`src/rtl/ieval_pkg.sv`:
```
// ----------------------------------------------------------------------------
// ieval_pkg
// Shared types, codes and helpers for the infix expression evaluator.
// ----------------------------------------------------------------------------
package ieval_pkg;

    localparam int unsigned DATA_W   = 64;
    localparam int unsigned CHAR_W   = 8;
    localparam int unsigned OP_W     = 3;
    localparam int unsigned PREC_W   = 3;
    localparam int unsigned STATUS_W = 2;
    localparam int unsigned DIV_CNT_W = $clog2(DATA_W);

    // operator codes as held on the operator stack
    localparam logic [OP_W-1:0] OP_OPEN = 3'd0;
    localparam logic [OP_W-1:0] OP_ADD  = 3'd1;
    localparam logic [OP_W-1:0] OP_SUB  = 3'd2;
    localparam logic [OP_W-1:0] OP_MUL  = 3'd3;
    localparam logic [OP_W-1:0] OP_DIV  = 3'd4;
    localparam logic [OP_W-1:0] OP_POW  = 3'd5;

    localparam logic [PREC_W-1:0] PREC_NONE = 3'd0;
    localparam logic [PREC_W-1:0] PREC_OPEN = 3'd1;
    localparam logic [PREC_W-1:0] PREC_ADD  = 3'd2;
    localparam logic [PREC_W-1:0] PREC_MUL  = 3'd3;
    localparam logic [PREC_W-1:0] PREC_POW  = 3'd4;

    localparam logic [STATUS_W-1:0] ST_OK   = 2'd0;
    localparam logic [STATUS_W-1:0] ST_DIV0 = 2'd1;
    localparam logic [STATUS_W-1:0] ST_OVFL = 2'd2;
    localparam logic [STATUS_W-1:0] ST_MALF = 2'd3;

    localparam logic [CHAR_W-1:0] CH_PLUS  = 8'h2b;
    localparam logic [CHAR_W-1:0] CH_MINUS = 8'h2d;
    localparam logic [CHAR_W-1:0] CH_STAR  = 8'h2a;
    localparam logic [CHAR_W-1:0] CH_SLASH = 8'h2f;
    localparam logic [CHAR_W-1:0] CH_CARET = 8'h5e;
    localparam logic [CHAR_W-1:0] CH_OPEN  = 8'h28;
    localparam logic [CHAR_W-1:0] CH_CLOSE = 8'h29;
    localparam logic [CHAR_W-1:0] CH_X     = 8'h78;
    localparam logic [CHAR_W-1:0] CH_Y     = 8'h79;
    localparam logic [CHAR_W-1:0] CH_ZERO  = 8'h30;
    localparam logic [CHAR_W-1:0] CH_NINE  = 8'h39;

    typedef enum logic [1:0] {
        CLS_START = 2'd0,
        CLS_OPER  = 2'd1,
        CLS_OPEN  = 2'd2,
        CLS_OTHER = 2'd3
    } cls_t;

    typedef enum logic [2:0] {
        K_DIGIT = 3'd0,
        K_MINUS = 3'd1,
        K_BINOP = 3'd2,
        K_OPEN  = 3'd3,
        K_CLOSE = 3'd4,
        K_VARX  = 3'd5,
        K_VARY  = 3'd6,
        K_OTHER = 3'd7
    } kind_t;

    typedef struct packed {
        logic                load_in;
        logic                acc_digit;
        logic                push_acc;
        logic                push_x;
        logic                push_y;
        logic                push_res;
        logic                set_neg;
        logic                prev_we;
        cls_t                prev;
        logic                minprec_we;
        logic [PREC_W-1:0]   minprec;
        logic                push_op;
        logic                op_rd;
        logic                op_pop;
        logic                rd_top1;
        logic                rd_top2;
        logic                rd_base;
        logic                latch_b;
        logic                latch_a;
        logic                alu_start;
        logic                raise;
        logic [STATUS_W-1:0] raise_code;
        logic                close;
        logic                emit;
        logic                clear_all;
    } dp_cmd_t;

    typedef struct packed {
        logic              err;
        logic              last;
        kind_t             kind;
        logic [PREC_W-1:0] char_prec;
        logic              nip;
        logic              prev_other;
        logic              otop_zero;
        logic              pop_ok;
        logic              op_bad;
        logic              vtop_lt2;
        logic              div_zero;
        logic              final_bad;
        logic              alu_done;
        logic              out_busy;
    } dp_stat_t;

    function automatic logic [PREC_W-1:0] prec_of(input logic [OP_W-1:0] op);
        logic [PREC_W-1:0] p;
        p = PREC_POW;
        if (op == OP_OPEN)
            p = PREC_OPEN;
        else if (op == OP_ADD || op == OP_SUB)
            p = PREC_ADD;
        else if (op == OP_MUL || op == OP_DIV)
            p = PREC_MUL;
        return p;
    endfunction

endpackage

```
`src/rtl/ieval_ctrl.sv`:
```
// ----------------------------------------------------------------------------
// ieval_ctrl
// Sequencer: character dispatch, operator reduction loop and final result.
// ----------------------------------------------------------------------------
module ieval_ctrl (
    input  logic                 clk,
    input  logic                 rst_n,
    input  logic                 in_valid,
    output logic                 in_ready,
    input  ieval_pkg::dp_stat_t  stat,
    output ieval_pkg::dp_cmd_t   cmd
);

    typedef enum logic [12:0] {
        S_IDLE    = 13'b0000000000001,
        S_DISP    = 13'b0000000000010,
        S_CHAR    = 13'b0000000000100,
        S_RED_RD  = 13'b0000000001000,
        S_RED_CHK = 13'b0000000010000,
        S_RD_B    = 13'b0000000100000,
        S_RD_A    = 13'b0000001000000,
        S_EXEC    = 13'b0000010000000,
        S_ALU     = 13'b0000100000000,
        S_AFTER   = 13'b0001000000000,
        S_FIN     = 13'b0010000000000,
        S_FIN_CHK = 13'b0100000000000,
        S_FIN_RD  = 13'b1000000000000
    } state_t;

    typedef enum logic [1:0] {
        RET_PUSHOP = 2'd0,
        RET_CLOSE  = 2'd1,
        RET_FINAL  = 2'd2
    } ret_t;

    state_t state_reg, state_next;
    ret_t   ret_reg, ret_next;
    state_t char_done;

    assign char_done = stat.last ? S_FIN : S_IDLE;
    assign in_ready  = (state_reg == S_IDLE);

    always_comb
    begin
        cmd        = '0;
        state_next = state_reg;
        ret_next   = ret_reg;
        unique case (state_reg)
            S_IDLE:
            begin
                if (in_valid)
                begin
                    cmd.load_in = 1'b1;
                    state_next  = S_DISP;
                end
            end
            S_DISP:
            begin
                if (stat.err)
                begin
                    state_next = char_done;
                end
                else if (stat.kind == ieval_pkg::K_DIGIT)
                begin
                    cmd.acc_digit = 1'b1;
                    state_next    = char_done;
                end
                else
                begin
                    cmd.push_acc = stat.nip;
                    state_next   = S_CHAR;
                end
            end
            S_CHAR:
            begin
                if (stat.err)
                begin
                    state_next = char_done;
                end
                else
                begin
                    state_next = char_done;
                    case (stat.kind)
                        ieval_pkg::K_MINUS:
                        begin
                            if (!stat.prev_other)
                            begin
                                cmd.set_neg = 1'b1;
                            end
                            else
                            begin
                                cmd.minprec_we = 1'b1;
                                cmd.minprec    = stat.char_prec;
                                ret_next       = RET_PUSHOP;
                                state_next     = S_RED_RD;
                            end
                        end
                        ieval_pkg::K_BINOP:
                        begin
                            cmd.minprec_we = 1'b1;
                            cmd.minprec    = stat.char_prec;
                            ret_next       = RET_PUSHOP;
                            state_next     = S_RED_RD;
                        end
                        ieval_pkg::K_OPEN:
                        begin
                            cmd.push_op = 1'b1;
                            cmd.prev_we = 1'b1;
                            cmd.prev    = ieval_pkg::CLS_OPEN;
                        end
                        ieval_pkg::K_CLOSE:
                        begin
                            cmd.minprec_we = 1'b1;
                            cmd.minprec    = ieval_pkg::PREC_ADD;
                            ret_next       = RET_CLOSE;
                            state_next     = S_RED_RD;
                        end
                        ieval_pkg::K_VARX:
                        begin
                            cmd.push_x = 1'b1;
                        end
                        ieval_pkg::K_VARY:
                        begin
                            cmd.push_y = 1'b1;
                        end
                        default:
                        begin
                            cmd.prev_we = 1'b1;
                            cmd.prev    = ieval_pkg::CLS_OTHER;
                        end
                    endcase
                end
            end
            S_RED_RD:
            begin
                if (stat.err || stat.otop_zero)
                begin
                    state_next = S_AFTER;
                end
                else
                begin
                    cmd.op_rd  = 1'b1;
                    state_next = S_RED_CHK;
                end
            end
            S_RED_CHK:
            begin
                if (!stat.pop_ok)
                begin
                    state_next = S_AFTER;
                end
                else
                begin
                    cmd.op_pop = 1'b1;
                    if (stat.op_bad || stat.vtop_lt2)
                    begin
                        cmd.raise      = 1'b1;
                        cmd.raise_code = ieval_pkg::ST_MALF;
                        state_next     = S_RED_RD;
                    end
                    else
                    begin
                        cmd.rd_top1 = 1'b1;
                        state_next  = S_RD_B;
                    end
                end
            end
            S_RD_B:
            begin
                cmd.latch_b = 1'b1;
                cmd.rd_top2 = 1'b1;
                state_next  = S_RD_A;
            end
            S_RD_A:
            begin
                cmd.latch_a = 1'b1;
                state_next  = S_EXEC;
            end
            S_EXEC:
            begin
                if (stat.div_zero)
                begin
                    cmd.raise      = 1'b1;
                    cmd.raise_code = ieval_pkg::ST_DIV0;
                    state_next     = S_RED_RD;
                end
                else
                begin
                    cmd.alu_start = 1'b1;
                    state_next    = S_ALU;
                end
            end
            S_ALU:
            begin
                if (stat.alu_done)
                begin
                    cmd.push_res = 1'b1;
                    state_next   = S_RED_RD;
                end
            end
            S_AFTER:
            begin
                case (ret_reg)
                    RET_PUSHOP:
                    begin
                        cmd.push_op = 1'b1;
                        cmd.prev_we = 1'b1;
                        cmd.prev    = ieval_pkg::CLS_OPER;
                        state_next  = char_done;
                    end
                    RET_CLOSE:
                    begin
                        if (!stat.err)
                        begin
                            if (stat.otop_zero)
                            begin
                                cmd.raise      = 1'b1;
                                cmd.raise_code = ieval_pkg::ST_MALF;
                            end
                            else
                            begin
                                cmd.close = 1'b1;
                            end
                        end
                        cmd.prev_we = 1'b1;
                        cmd.prev    = ieval_pkg::CLS_OTHER;
                        state_next  = char_done;
                    end
                    default:
                    begin
                        state_next = S_FIN_CHK;
                    end
                endcase
            end
            S_FIN:
            begin
                cmd.push_acc   = stat.nip;
                cmd.minprec_we = 1'b1;
                cmd.minprec    = ieval_pkg::PREC_NONE;
                ret_next       = RET_FINAL;
                state_next     = S_RED_RD;
            end
            S_FIN_CHK:
            begin
                if (!stat.err && stat.final_bad)
                begin
                    cmd.raise      = 1'b1;
                    cmd.raise_code = ieval_pkg::ST_MALF;
                end
                cmd.rd_base = 1'b1;
                state_next  = S_FIN_RD;
            end
            S_FIN_RD:
            begin
                if (!stat.out_busy)
                begin
                    cmd.emit      = 1'b1;
                    cmd.clear_all = 1'b1;
                    state_next    = S_IDLE;
                end
            end
            default:
            begin
                state_next = S_IDLE;
            end
        endcase
    end

    always_ff @(posedge clk or negedge rst_n)
    begin
        if (!rst_n)
        begin
            state_reg <= S_IDLE;
            ret_reg   <= RET_PUSHOP;
        end
        else
        begin
            state_reg <= state_next;
            ret_reg   <= ret_next;
        end
    end

endmodule

```
`config.mk`:
```
export PLATFORM = sky130hd
export DESIGN_NAME = ieval_ctrl
export DESIGN_NICKNAME = d
export VERILOG_FILES = /design/src/rtl/ieval_pkg.sv /design/src/rtl/ieval_ctrl.sv
export SDC_FILE = /design/constraint.sdc
export NUM_CORES = 1
export LEC_CHECK = 0
export ABC_AREA = 0
export BUFFER_PORTS_ARGS = -buffer_cell sky130_fd_sc_hd__buf_4
export CAP_MARGIN = 20
export CORE_ASPECT_RATIO = 1.5
export CORE_UTILIZATION = 52
export DETAILED_ROUTE_END_ITERATION = 8
export PLACE_DENSITY_LB_ADDON = 0.12
export SLEW_MARGIN = 25
export SYNTH_ARGS = -nofsm -noshare
export SYNTH_HDL_FRONTEND = slang
export SYNTH_SLANG_ARGS = --single-unit
```
`constraint.sdc`:
```
create_clock -name clk -period 5.65 [get_ports clk]
set_clock_uncertainty 0.15 [all_clocks]
set_input_delay 0.2825 -clock clk [delete_from_list [all_inputs] [get_ports clk]]
set_output_delay 0.2825 -clock clk [all_outputs]
set_load 0.02 [all_outputs]
```
==> qor.yml <==
global_routing:
  antenna_found_initial: 0
  grt_pass1_wl_um: 5860
  grt_overflow_total: 0
  grt_max_degree: 16
  grt_pass1_vias: 1315
  grt_usage: 0.277
clock_tree:
  postCtsSetupBuffers: 0
  cts.sinks: 15
  numCtsBuffers: 3
  cts_tree: "built"
  path_clk_slew_ps: 90
  clk_latency_ps: 290
  cts.path.max_buffers: 2
  htree_levels: 1
  ctsRootBufferMaster: "clkbuf_4"
route:
  drc: 0
  drt_first_pass_iters: 4
  final_antenna_net_count: 0
  via_count: 1416
  dr.first_iter.drc_count: 57
  post_drt_wl_per_cell_um: 16.0
  wirelength_um: 3650
  via_per_inst: 6.21
logic_synthesis:
  synth_mux_area_frac: 0.00760
  syn_nets: 187
  synth-xor-area-share: 0.0399
  netlist_area_um2: 1320
  seq_area_frac_synth: 0.286
  async_reset_ff_frac: 1.00
  synthSimpleGateAreaFrac: 0.430
  ys_warn_count: 0
  syn_avg_cell_area_um2: 7.93
  ys.flop_type: "dfrtp_1"
  syn-instance-count: 166
  synth-seq-cells: 15
  synth_edf_count: 0
  synth_top_family_by_area: "simple AND/OR/NAND/NOR gates"
  synth_compound_area_frac: 0.154
  ys_types: 46
  synth_fa_ha_area_frac: 0
min_path:
  hold-path-endpoint: "state_reg[5]$_DFFE_PN0P_"
  min_path_cells: 2
  worstHoldStart: "stat[4]"
  hold_path_class: "input pin to flop"
outcome:
  outcome: "finished, final reports clean"
setup_path:
  crit_family: "simple AND/OR/NAND/NOR gates"
  critical_path_class: "flop to output port"
  r2r_slack_ps: 3220
  cp.depth: 6
  r2r_start: "state_reg[8]$_DFFE_PN0P_"
  worst_path_most_repeated_cell: "or3_4"
  cp.required_ps: 5220
  crit_arrival_ps: 2660
  timing.rr.end: "ret_reg[0]$_DFFE_PN0P_"
  max_stage_delay_ps: 620
  worstSetupStartpoint: "state_reg[8]$_DFFE_PN0P_"
  path_cells: "or4_4 > or3_4 > or3_4 > nor3_2 > and2_1 > buf_4"
  cp-start-kind: "flop"
  endpoint_kind: "output port"
  critPathSlowestCell: "or4_4"
  cp_max_fo: 8
  critPathBufInv: 1
  r2r_cells: 5
sta:
  max-slew-margin-rel: 0.600
  min_period_ps: 3090
  worstMarginPinSlew_ps: 594
  hold_viol: 0
  slew_violations: 0
  period_share: 0.547
  rsz0062_at_grt: "false"
  fmax_ghz: 0.323
  holdWs_ps: 8.64
  tns_ps: 0
  setup_viol: 0
floorplan:
  num_rows: 22
  design.die.area_um2: 2740
  io_pins: 51
  die_w_um: 43.1
  die_y_um: 63.6
  core_um2: 2420
  start_util: 0.543
final_layout:
  nets: 226
  synthToLayoutAreaGrowth_pct: 26.8
  layout-drive-gt1-share: 0.314
  antennaDiodeCount: 0
  nFillCells: 203
  largest_reg_flops: 13
power_and_ir_drop:
  intPower_w: 0.000230
  power_frac_clock: 0.161
  p_comb_frac: 0.441
  p_leak_nw: 0.791
  sequentialPowerShare: 0.398
  vdd_drop_max_mv: 0.171
  switching_share: 0.426
  p_per_area_nw_per_um2: 240
  p_switching_w: 0.000171
placed_design:
  gp_congestion: 0.925
  port_buffers: 50
  place_hpwl_um: 2920
flow_run:
  maxCapViolations: 0
==> worst max-delay path by stage <==
stage | endpoint | slack (ps)
global route | cmd[11] | 2430
detailed placement | cmd[15] | 2890
floorplan | cmd[5] | 2550
CTS | cmd[17] | 2560
finish | cmd[17] | 2560
global placement | cmd[15] | 2930
==> final cells by class <==
class                      count  area (um^2)  area share
multi-input combinational    129          831       0.498
timing repair buffer          51          385       0.231
sequential                    15          377       0.226
tap                           24         30.0      0.0180
clock buffer                   3         22.5      0.0135
inverter                       5         18.8      0.0112
clock inverter                 1         5.00     0.00300
==> cells in the mapped netlist, types with 2 or more instances <==
library cell,number,area (um^2)
clkbuf_1,11,41.3
o211ai_1,2,15.0
nor3_1,13,65.1
o21ai_0,9,45.0
nand4_1,2,12.5
a21oi_1,5,25.0
nor2b_1,5,31.3
nand3_1,4,20.0
and2_1,5,31.3
nand2_1,13,48.8
dfrtp_1,14,350
xor2_1,3,26.3
nand2b_1,3,18.8
a31oi_1,2,12.5
o32ai_1,3,26.3
o21a_1,2,15.0
nor4_1,7,43.8
or4_1,3,22.5
nor4_2,2,25.0
inv_1,5,18.8
nand3b_1,2,15.0
nor3_2,2,20.0
nor2_1,12,45.0
or3_4,2,22.5
and3_1,3,18.8
nor4b_1,4,35.0
nor3b_1,2,15.0
xnor2_1,3,26.3
buf_4,3,22.5
and4b_1,3,30.0
buf_6,2,22.5
==> stage by stage <==
| step | utilization | cell area (um^2) | cells | power (W) | setup slack (ps) |
|---|---|---|---|---|---|
| 2_1_floorplan | - | 1320 | 166 | 0.000276 | 2550 |
| 3_3_place_gp | 0.674 | 1630 | 223 | 0.000324 | 2930 |
| 3_5_place_dp | 0.674 | 1630 | 223 | 0.000333 | 2890 |
| 4_1_cts | 0.689 | 1670 | 228 | 0.000398 | 2560 |
| 5_1_grt | 0.689 | 1670 | 228 | 0.000423 | 2430 |
| 6_report | 0.689 | 1670 | 228 | 0.000400 | 2560 |
==> routing by layer <==
layer / up-vias / GRT usage / part of all wire
met4: 0 / 0.0985 / 0.0093
li1: 692 / - / -
met3: 4 / 0.0258 / 0.031
met1: 674 / 0.287 / 0.38
met5: - / 0 / 0
met2: 46 / 0.543 / 0.58
==> what timing repair did <==
action	4_1_cts	5_1_grt
endpoints found under the hold margin	15	0
resized for setup	0	0
endpoints found under the setup margin	0	0
hold buffers	1	0
==> logic make-up after synthesis <==
kind of cell	Yosys count
compound gates	30
xor+xnor	6
buf+inv	22
flops	15
mux	1
simple gates	92
==> placed cells by master (no fill, tap or decap), drive strengths merged, types with 4 or more instances in the layout <==
cell type / instances
o21ai: 9
nor2: 12
nor3: 15
nor4b: 4
o32ai: 4
a21oi: 5
buf: 50
or4: 4
nor2b: 5
nand3: 4
nand2: 13
dfrtp: 14
inv: 5
nor4: 9
and2: 5
==> power by group through the flow <==
stage                Clock, W  Sequential [W]  Combinational, W
floorplan                   0        0.000137          0.000139
global placement            0        0.000158          0.000166
detailed placement          0        0.000160          0.000173
CTS                 0.0000650        0.000158          0.000175
global route        0.0000705        0.000162          0.000190
finish              0.0000642        0.000159          0.000177
No activity file was read; power rests on OpenSTA's default activity.
